## src/rtl/core/kbi_divider.sv

```systemverilog
module kbi_divider #(
  parameter int NUM_W = 48
) (
  input  logic             clk_i,
  input  logic             rst_ni,
  input  logic             start_i,
  input  logic [NUM_W-1:0] dividend_i,
  input  logic [31:0]      divisor_i,
  output logic             done_o,
  output logic [NUM_W-1:0] quotient_o
);

  localparam int CW = $clog2(NUM_W + 1);

  logic [NUM_W-1:0] num_q;
  logic [31:0]      rem_q;
  logic [31:0]      den_q;
  logic [CW-1:0]    cnt_q;
  logic             busy_q;
  logic             done_q;
  logic [32:0]      shifted;
  logic             ge;
  logic [32:0]      diff;

  // Restoring division, one quotient bit per cycle. Quotient bits shift
  // into the dividend register as its bits shift out.
  assign shifted = {rem_q, num_q[NUM_W-1]};
  assign ge      = shifted >= {1'b0, den_q};
  assign diff    = shifted - {1'b0, den_q};

  always_ff @(posedge clk_i or negedge rst_ni) begin
    if (!rst_ni) begin
      busy_q <= 1'b0;
      done_q <= 1'b0;
      cnt_q  <= '0;
    end else begin
      done_q <= 1'b0;
      if (start_i) begin
        busy_q <= 1'b1;
        cnt_q  <= CW'(NUM_W);
      end else if (busy_q) begin
        cnt_q <= cnt_q - 1'b1;
        if (cnt_q == CW'(1)) begin
          busy_q <= 1'b0;
          done_q <= 1'b1;
        end
      end
    end
  end

  always_ff @(posedge clk_i) begin
    if (start_i) begin
      num_q <= dividend_i;
      den_q <= divisor_i;
      rem_q <= '0;
    end else if (busy_q) begin
      num_q <= {num_q[NUM_W-2:0], ge};
      rem_q <= ge ? diff[31:0] : shifted[31:0];
    end
  end

  assign done_o     = done_q;
  assign quotient_o = num_q;

endmodule

```

## config.mk

```make
export PLATFORM = sky130hd
export DESIGN_NAME = kbi_divider
export DESIGN_NICKNAME = d
export VERILOG_FILES = /design/src/rtl/core/kbi_divider.sv
export SDC_FILE = /design/constraint.sdc
export NUM_CORES = 1
export LEC_CHECK = 0
export ABC_AREA = 1
export BUFFER_PORTS_ARGS = -buffer_cell sky130_fd_sc_hd__buf_2
export CAP_MARGIN = 40
export CORE_ASPECT_RATIO = 0.9
export CORE_MARGIN = 8
export CORE_UTILIZATION = 50
export CTS_CLUSTER_DIAMETER = 50
export DETAILED_ROUTE_END_ITERATION = 8
export PLACE_DENSITY = 0.84
export REMOVE_ABC_BUFFERS = 1
export SLEW_MARGIN = 10
export SYNTH_ARGS = -nofsm -noshare
export SYNTH_HDL_FRONTEND = slang
export SYNTH_SLANG_ARGS = --single-unit
```

## constraint.sdc

```tcl
create_clock -name clk_i -period 2.5 [get_ports clk_i]
set_input_delay 0.25 -clock clk_i [delete_from_list [all_inputs] [get_ports clk_i]]
set_output_delay 0.25 -clock clk_i [all_outputs]
set_load 0.05 [all_outputs]
```

==> summary.md, run 1 <==
| Metric | Value |
|---|---|
| Fin. Hold Viols | 0 |
| Clock Sinks | 120 |
| Commonest non-fill, non-tap cell in the layout | nand2_1 |
| Largest net degree at the start of global routing | 63 |
| Max H-tree Level | 4 |
| Critical path capture point type | register |
| Core Util, Final | 0.6207 |
| Layout area overhead | 23.34% |
| Min-Delay Path Class | in -> reg |
| Layout cell share with drive strength beyond 1 | 0.1641 |
| Clk pwr share | 0.281 |
| Leakage | 0.005177 uW |
| Cells after Synth | 1073 |
| Synthesized area | 7635 sq um |
| Reg power frac | 0.294 |
| # DRC | 0 |
| Global-route wire length before repair | 34470 um |
| Initial drt markers | 645 |
| Initial antenna violation count | 0 |
| R2r endpoint | rem_q[31] |
| Power, Total | 9014 uW |
| Fin. max-slew vios | 0 |
| Reg clk slew, reported paths | 0.06 ns |
| Vias in the first global route | 7035 |
| Outcome | complete, no violations |
| Pint | 5418 uW |
| Worst Hold Endpoint | den_q[9] |
| Overall Global Routing Usage | 0.2199 |
| Port bufs | 131 |
| Register area share after synthesis | 0.4248 |
| Vias | 7145 |
| Clk_skew | 0.01055 ns |
| CTS tree | yes |
| GP Congestion | 1.035 |
| Reg-to-Reg Start | den_q[10] |
| Avg Synthesized Cell Area | 7.115 sq um |
| Skew-Pair Late Insertion Delay | 0.42 ns |
| Io pins | 132 |
| Worst Tran Pin Value | 0.5361 ns |
| Reg2reg setup slack | 0.19 ns |
| Critical Path Max Stage Delay | 0.37 ns |
| Final #Nets | 1354 |
| Setup TNS Final | 0 ns |
| Max stage delay cell, worst path | edfxtp_1 |
| CP arrival | 2.62 ns |
| Finish-stage setup viols | 0 |
| Fmax | 0.4336 GHz |
| Worst vdd ir | 0.5106 mV |
| Worst-path cell chain | inv_1 -> ha_1 -> nand2_1 -> nor2_1 -> nand2_1 -> nor2_2 -> nand2_1 -> nor2_4 -> nor2_4 -> buf_6 -> nand3_1 -> nand2_1 -> inv_1 -> nand2_1 -> nand2_1 |
| Final WL | 21060 um |
| WL/cell | 14.51 um |
| Die area | 19490 sq um |
| Combinational Power Share | 0.425 |
| Worst slack, placed | 0.1246 ns |
| Worst setup SP type | register |
| CTS buffer count | 17 |
| CP required | 2.81 ns |
| Final min period | 2.306 ns |
| Final period util | 0.9225 |
| Switching Fraction | 0.3990 |
| Diodes inserted | 0 |
| Worst reg2reg path depth | 15 |
| Worst slew margin | 0.6426 |
| Number of library cell types mapped by synthesis | 37 |
| Hpwl dp | 16110 um |
| Final ANT Viol Nets | 0 |
| Final Cell Area | 9417 sq um |
| Yosys Warn Count | 0 |
| Crit Path Max Fanout | 25 |
| DIE WIDTH | 146.3 um |
| WHS Path Cells | 1 |
| Worst-case clock buffer depth | 2 |
| CP dominant cell by count | nand2_1 |
| FF+latch count, synth | 120 |
| Vias per inst | 4.924 |
| Most frequent cells in the layout | nand2_1, inv_1, buf_2 |
| Critical path type | reg -> reg |
| First-pass iteration count of the detailed router | 5 |
| Starting Density | 0.5032 |
| Final WS setup | 0.1938 ns |
| Total gr overflow | 0 |
| Sw power | 3596 uW |
| Cell Area, Placed | 8572 sq um |
| Clock root cell | clkbuf_16 |
| Die Ht | 133.2 um |
| Max Cap Viol | 0 |
| Core region area | 15170 sq um |
| PD cells | 957.2 nW/um^2 |
| Site Rows | 43 |
| RSZ-0062 raised after global routing | false |
| Setup repair bufs after CTS | 0 |
| Hold Crit Start | divisor_i[9] |
logic make-up (layout without fill, tap and decap cells):
family / after synthesis / in the layout / share of synthesized area
xor+xnor: 14 / 14 / 0.01606
simple gates: 634 / 634 / 0.3515
fa+ha+maj: 35 / 35 / 0.05834
compound gates: 46 / 46 / 0.03261
buf+inv: 224 / 400 / 0.1167
flops: 120 / 120 / 0.4248
power by group through the flow:
| stage | logic, uW | registers (uW) | clock network, uW |
|---|---|---|---|
| 5_1_grt | 4290 | 2680 | 2660 |
| 6_report | 3830 | 2650 | 2540 |
| 3_3_place_gp | 3700 | 2670 | 0 |
| 4_1_cts | 3800 | 2650 | 2590 |
| 3_5_place_dp | 3750 | 2680 | 0 |
| 2_1_floorplan | 2460 | 2910 | 0 |
state kept, by name, summed over array words and instances (netlist names):
name and count:
cnt_q 6, quotient_o 48, done_o 1, busy_q 1, rem_q 32, den_q 32
worst max-delay path, delay by kind of cell, from the launching register on:
family                     cells  cell delay, ns
DFF                            1            0.37
and+or+nand+nor               11            1.14
adders and majority gates      1            0.28
buffers and inverters          3            0.42
cell usage after synthesis (all sizes together):
library cell	n	area [sq um]
fa	1	20.02
dfxtp	32	640.6
nand3b	12	90.09
nor4	3	18.77
xnor2	13	113.9
nor3	7	40.04
nand2	468	1787
o21bai	3	22.52
nor2	41	183.9
buf	14	102.6
o21ai	18	90.09
a31oi	1	6.260
o21a	2	15.01
clkbuf	13	48.80
xor2	1	8.760
inv	196	735.7
clkinv	1	3.750
and2	3	18.77
o22ai	1	6.260
nand4	12	75.07
dfrtp	8	200.2
ha	34	425.4
nand3	88	470.5
a21oi	21	108.9
edfxtp	80	2402
cell type report:
type / instances / area [sq um]
tap: 202 / 252.7
clock inverter: 14 / 171.4
multi-input combinational: 729 / 3503
inverter: 197 / 739.5
clock buffer: 18 / 439.2
fill: 1383 / 5756
sequential: 120 / 3243
timing repair buffer: 171 / 1067
stage by stage:
| step | std cells | hold slack, ns |
|---|---|---|
| 3_3_place_gp | 1396 | 0.09966 |
| 4_1_cts | 1451 | 0.001210 |
| 3_5_place_dp | 1396 | 0.1021 |
| 2_1_floorplan | 1046 | -0.04559 |
| 6_report | 1451 | 0.01349 |
| 5_1_grt | 1451 | 0.001093 |
worst max-delay path by stage:
| stage | start | end | slack (ns) |
|---|---|---|---|
| final | den_q[10] | rem_q[31] | 0.19 |
| after global routing | den_q[10] | rem_q[8] | 0.02 |
| after CTS | den_q[10] | rem_q[31] | 0.10 |
| after detailed placement | den_q[10] | rem_q[31] | 0.12 |
| after global placement | den_q[29] | rem_q[25] | 0.16 |
| after floorplan | busy_q | quotient_o[0] | -0.04 |
per-layer routing:
| layer | routed length, um | global-route usage | vias up |
|---|---|---|---|
| li1 | - | - | 3648 |
| met1 | 9305 | 0.2730 | 3206 |
| met2 | 9580 | 0.3530 | 269 |
| met3 | 1811 | 0.07288 | 22 |
| met4 | 359 | 0.07490 | 0 |
| met5 | 0 | 0 | - |
repair_timing:
action	in CTS	in global routing
gates resized for setup	0	1
hold buffers	23	0
hold endpoints to repair	30	0
endpoints found under the setup margin	0	22
(Power assumes the default switching activity.)
==> run 2: changes to the inputs <==
Settings changed: HOLD_SLACK_MARGIN set to 0.08.
==> summary.md, run 2 (synthesis results as in run 1) <==
| Metric | Value |
|---|---|
| Clock root cell | clkbuf_16 |
| Largest net degree at the start of global routing | 63 |
| Final #Nets | 1364 |
| Min-Delay Path Class | in -> reg |
| Vias | 7205 |
| Commonest non-fill, non-tap cell in the layout | nand2_1 |
| Worst-case clock buffer depth | 2 |
| CTS tree | yes |
| Vias per inst | 4.932 |
| Crit Path Max Fanout | 4 |
| GP Congestion | 1.035 |
| Worst Path Buf+Inv | 2 |
| Total gr overflow | 0 |
| Fin. max-slew vios | 0 |
| RSZ-0062 raised after global routing | false |
| Clock Sinks | 120 |
| Met2 wire len | 9668 um |
| PD cells | 948.9 nW/um^2 |
| Hold slack | 0.09024 ns |
| Global-route wire length before repair | 34580 um |
| Site Rows | 43 |
| Hpwl dp | 16110 um |
| Vias in the first global route | 7073 |
| Sequential cell area | 3243 sq um |
| Io pins | 132 |
| CTS buffer count | 17 |
| Max Used Layer | met4 |
| Layout cell share with drive strength beyond 1 | 0.1628 |
| Finish-stage setup viols | 0 |
| Worst vdd ir | 0.5143 mV |
| Initial antenna violation count | 0 |
| Die Ht | 133.2 um |
| Critical path type | reg -> reg |
| Layout area overhead | 24.65% |
| Worst slack, placed | 0.1246 ns |
| Setup TNS Final | 0 ns |
| Critical path capture point type | register |
| Most frequent cells in the layout | nand2_1, inv_1, buf_2 |
| Overall Global Routing Usage | 0.2204 |
| Core Util, Final | 0.6272 |
| CP required | 2.81 ns |
| First-pass iteration count of the detailed router | 5 |
| CP arrival | 2.62 ns |
| Max FFs per register | 48 |
| Met3 wire len | 1806 um |
| Core region area | 15170 sq um |
| Worst setup SP type | register |
| Max Cap Viol | 0 |
| # DRC | 0 |
| Clk_skew | 0.01078 ns |
| Multi-input gate area | 3503 sq um |
| Final ANT Viol Nets | 0 |
| CP delay by family, top | simple AND/OR/NAND/NOR gates |
| Fmax | 0.4331 GHz |
| CP dominant cell by count | nand3_1 |
| Final WL | 21130 um |
| Port bufs | 131 |
| Final min period | 2.309 ns |
| Leakage | 0.005219 uW |
| WL/cell | 14.46 um |
| Die area | 19490 sq um |
| Critical Path Max Stage Delay | 0.41 ns |
| Setup repair bufs after CTS | 0 |
| Final period util | 0.9235 |
| Worst Tran Pin Value | 0.5337 ns |
| Diodes inserted | 0 |
| Wl on met1 | 9320 um |
| Reg clk slew, reported paths | 0.06 ns |
| Outcome | complete, no violations |
| Initial drt markers | 593 |
| Worst-path cell chain | inv_1 -> ha_1 -> fa_1 -> inv_1 -> nand3_1 -> nand3_1 -> nand2_1 -> nand3_1 -> nand3_1 -> nand3_1 -> nand3_1 -> nand2_1 -> nand2_1 |
| Final WS setup | 0.1913 ns |
| Power, Total | 9030 uW |
| Max stage delay cell, worst path | fa_1 |
| Worst slew margin | 0.6442 |
| Max H-tree Level | 4 |
| DIE WIDTH | 146.3 um |
| Fillcell total | 1375 |
| Fin. Hold Viols | 0 |
| Starting Density | 0.5032 |
| Skew-Pair Late Insertion Delay | 0.42 ns |
## run 2: worst reg2reg max path: cells and delay by family (launching register included)
family	cells	cell delay (ns)
fa+ha+maj	2	0.64
buf+inv	2	0.19
flops	1	0.33
simple gates	9	1.04
## run 2: layout make-up
class,count,area share
inverter,197,0.07770
clock buffer,18,0.04615
multi-input combinational,729,0.3681
sequential,120,0.3408
timing repair buffer,181,0.1227
clock inverter,14,0.01801
tap,202,0.02656
## run 2: routing by layer
| layer | up-vias | track usage |
|---|---|---|
| met5 | - | 0 |
| met4 | 0 | 0.07490 |
| met3 | 20 | 0.07254 |
| met2 | 287 | 0.3543 |
| met1 | 3232 | 0.2735 |
| li1 | 3666 | - |
## run 2: timing repair
item                                    4_1_cts  5_1_grt
endpoints found under the hold margin        40        0
hold buffers                                 33        0
endpoints found under the setup margin        0       22
resized for setup                             0        1
## run 2: stage by stage
step | instance area (sq um) | instances
final | 9517 | 1461
after global routing | 9517 | 1461
after CTS | 9513 | 1461
after detailed placement | 8572 | 1396
after global placement | 8572 | 1396
after floorplan | 7483 | 1046
## run 2: worst paths after layout
kind                                startpoint        endpoint  slack [ns]  cells after the start
worst max-delay path            quotient_o[47]       rem_q[28]        0.19                     13
worst min-delay path            dividend_i[25]  quotient_o[25]        0.09                      3
min in group asynchronous               rst_ni        cnt_q[4]        0.20                      2
max in group asynchronous               rst_ni        cnt_q[3]        2.13                      2
worst max register to register  quotient_o[47]       rem_q[28]        0.19                     13
worst min register to register       rem_q[13]       rem_q[13]        0.47                      2
## run 2: power by group
| part | total, uW | internal, uW | leakage (uW) | switching [uW] |
|---|---|---|---|---|
| combinational | 3840 | 1380 | 0.00373 | 2460 |
| clock | 2540 | 1600 | 0.000295 | 940 |
| sequential | 2650 | 2450 | 0.00120 | 198 |
| total | 9030 | 5430 | 0.00522 | 3600 |
==> run 3: changes to the inputs <==
--- a/config.mk
+++ b/config.mk
@@ -13,4 +13,5 @@
 export CORE_UTILIZATION = 50
 export CTS_CLUSTER_DIAMETER = 50
+export CTS_CLUSTER_SIZE = 20
 export DETAILED_ROUTE_END_ITERATION = 8
 export HOLD_SLACK_MARGIN = 0.08
==> constraint.sdc (replaced) <==
create_clock -name clk_i -period 2.5 [get_ports clk_i]
set_input_delay 0.125 -clock clk_i [delete_from_list [all_inputs] [get_ports clk_i]]
set_output_delay 0.125 -clock clk_i [all_outputs]
set_load 0.05 [all_outputs]
==> summary.md, run 3 (synthesis results as in run 1) <==
| Metric | Value |
|---|---|
| Outcome | complete, no violations |
| Final min period | 2.345 ns |
| Site Rows | 43 |
| Worst slew margin | 0.6239 |
| First-pass iteration count of the detailed router | 5 |
| Combinational Power Share | 0.449 |
| Final #Nets | 1416 |
| Final period util | 0.9379 |
| Io pins | 132 |
| Critical path capture point type | register |
| Switching Fraction | 0.4065 |
| Port bufs | 131 |
| Final Cell Area | 9953 sq um |
| Worst-case clock buffer depth | 2 |
| Global-route wire length before repair | 37920 um |
| Cell Area, Placed | 8547 sq um |
| Clock Sinks | 120 |
| Worst reg2reg path depth | 15 |
| Worst Tran Pin Value | 0.5641 ns |
| Fin. Hold Viols | 0 |
| Clk_skew | 0.01100 ns |
| Initial drt markers | 634 |
| R2r endpoint | rem_q[7] |
| Clk pwr share | 0.254 |
| Die Ht | 133.2 um |
| Pint | 5295 uW |
| Largest net degree at the start of global routing | 53 |
| Final WL | 23350 um |
| CP required | 2.78 ns |
| # DRC | 0 |
| Fin. max-slew vios | 0 |
| Reg2reg setup slack | 0.16 ns |
| Finish-stage setup viols | 0 |
| GP Congestion | 1.052 |
| Initial antenna violation count | 2 |
| DIE WIDTH | 146.3 um |
| Worst vdd ir | 0.5289 mV |
| Leakage | 0.005381 uW |
| CP arrival | 2.63 ns |
| PD cells | 896.5 nW/um^2 |
| Final ANT Viol Nets | 0 |
| Fillcell total | 1270 |
| CP startpoint | den_q[14] |
| Sw power | 3627 uW |
| Final WS setup | 0.1552 ns |
| WL/cell | 15.42 um |
| Vias | 7745 |
| CTS tree | yes |
| Most frequent cells in the layout | nand2_1, inv_1, buf_2 |
| Reg-to-Reg Start | den_q[14] |
| Worst setup SP type | register |
| Skew-Pair Late Insertion Delay | 0.42 ns |
| Core region area | 15170 sq um |
| Reg clk slew, reported paths | 0.06 ns |
| Hold slack | 0.2220 ns |
| Vias per inst | 5.116 |
| Clock root cell | clkbuf_16 |
| Max H-tree Level | 4 |
| Commonest non-fill, non-tap cell in the layout | nand2_1 |
| Min-Delay Path Class | in -> reg |
| Total gr overflow | 0 |
| Layout cell share with drive strength beyond 1 | 0.1564 |
| Setup TNS Final | 0 ns |
| RSZ-0062 raised after global routing | false |
| Fmax | 0.4265 GHz |
| Crit Path Max Fanout | 13 |
| Max Cap Viol | 0 |
| Critical Path Sink | rem_q[7] |
| Starting Density | 0.5032 |
| Die area | 19490 sq um |
| Overall Global Routing Usage | 0.2413 |
| Critical path type | reg -> reg |
| Vias in the first global route | 7778 |
| Worst slack, placed | 0.2381 ns |
| Layout area overhead | 30.37% |
| CTS buffer count | 17 |
| Max FFs per register | 48 |
| Hpwl dp | 16090 um |
| Reg power frac | 0.297 |
run 3: changes by cell type in the layout (fill, tap and decap cells not counted), moves of 2 or more:
cell / previous run / this run
dlygate4sd3_1: 33 / 82
buf_4: 12 / 17
clkbuf_1: 0 / 5
clkinv_4: 3 / 0
inv_6: 3 / 0
bufinv_16: 3 / 1
clkinvlp_4: 2 / 4
nor2_1: 34 / 32
run 3: how the worst min path moves through the flow:
| stage | from | endpoint | cells past startpoint |
|---|---|---|---|
| after floorplan | rst_ni | busy_q | 0 |
| after global placement | rst_ni | done_o | 1 |
| after detailed placement | rst_ni | done_o | 1 |
| after CTS | start_i | done_o | 3 |
| after global routing | start_i | den_q[0] | 2 |
| final | start_i | done_o | 3 |
run 3: per-stage QoR:
step,util,instances,power [uW]
floorplan,-,1046,5371
global placement,0.5633,1396,6340
detailed placement,0.5633,1396,6400
CTS,0.6527,1510,8776
global route,0.6560,1514,9487
finish,0.6560,1514,8923
run 3: per-layer routing:
metal | GRT usage | share of wire | up-vias
met1 | 0.2920 | 0.41 | 3508
met3 | 0.08000 | 0.11 | 50
li1 | - | - | 3777
met2 | 0.3893 | 0.45 | 408
met5 | 0 | 0.00047 | -
met4 | 0.09834 | 0.026 | 2
run 3: what timing repair did:
item | in CTS | in global routing
hold endpoints to repair | 88 | 0
hold buffers | 82 | 0
setup endpoints to repair | 0 | 6
setup buffers | 0 | 3
gates resized for setup | 0 | 4
run 3: worst max-delay path, stage by stage (launching register included):
cell      delay, ns
edfxtp_1       0.32
inv_1          0.05
ha_1           0.40
nand2_1        0.15
nor2_2         0.16
nand2_1        0.09
nor2_2         0.12
nand2_1        0.10
nor2_4         0.12
nor2_4         0.07
buf_12         0.13
nand2_4        0.07
buf_4          0.20
nand2_1        0.08
nand3_1        0.07
o21ai_1        0.06
run 3: final cells by class:
| class | instances | area (sq um) | area share |
|---|---|---|---|
| Inverter | 197 | 739.5 | 0.07429 |
| Sequential cell | 120 | 3243 | 0.3258 |
| Multi-Input combinational cell | 729 | 3516 | 0.3532 |
| Clock buffer | 23 | 457.9 | 0.04601 |
| Tap cell | 202 | 252.7 | 0.02539 |
| Clock inverter | 9 | 77.57 | 0.007794 |
| Timing Repair Buffer | 233 | 1664 | 0.1672 |
| Antenna cell | 1 | 2.502 | 0.0002514 |
run 3: power by group through the flow:
stage / registers [uW] / clock network, uW / logic [uW]
finish: 2650 / 2270 / 4000
global route: 2680 / 2370 / 4430
CTS: 2640 / 2280 / 3860
detailed placement: 2670 / 0 / 3730
global placement: 2670 / 0 / 3670
floorplan: 2910 / 0 / 2460
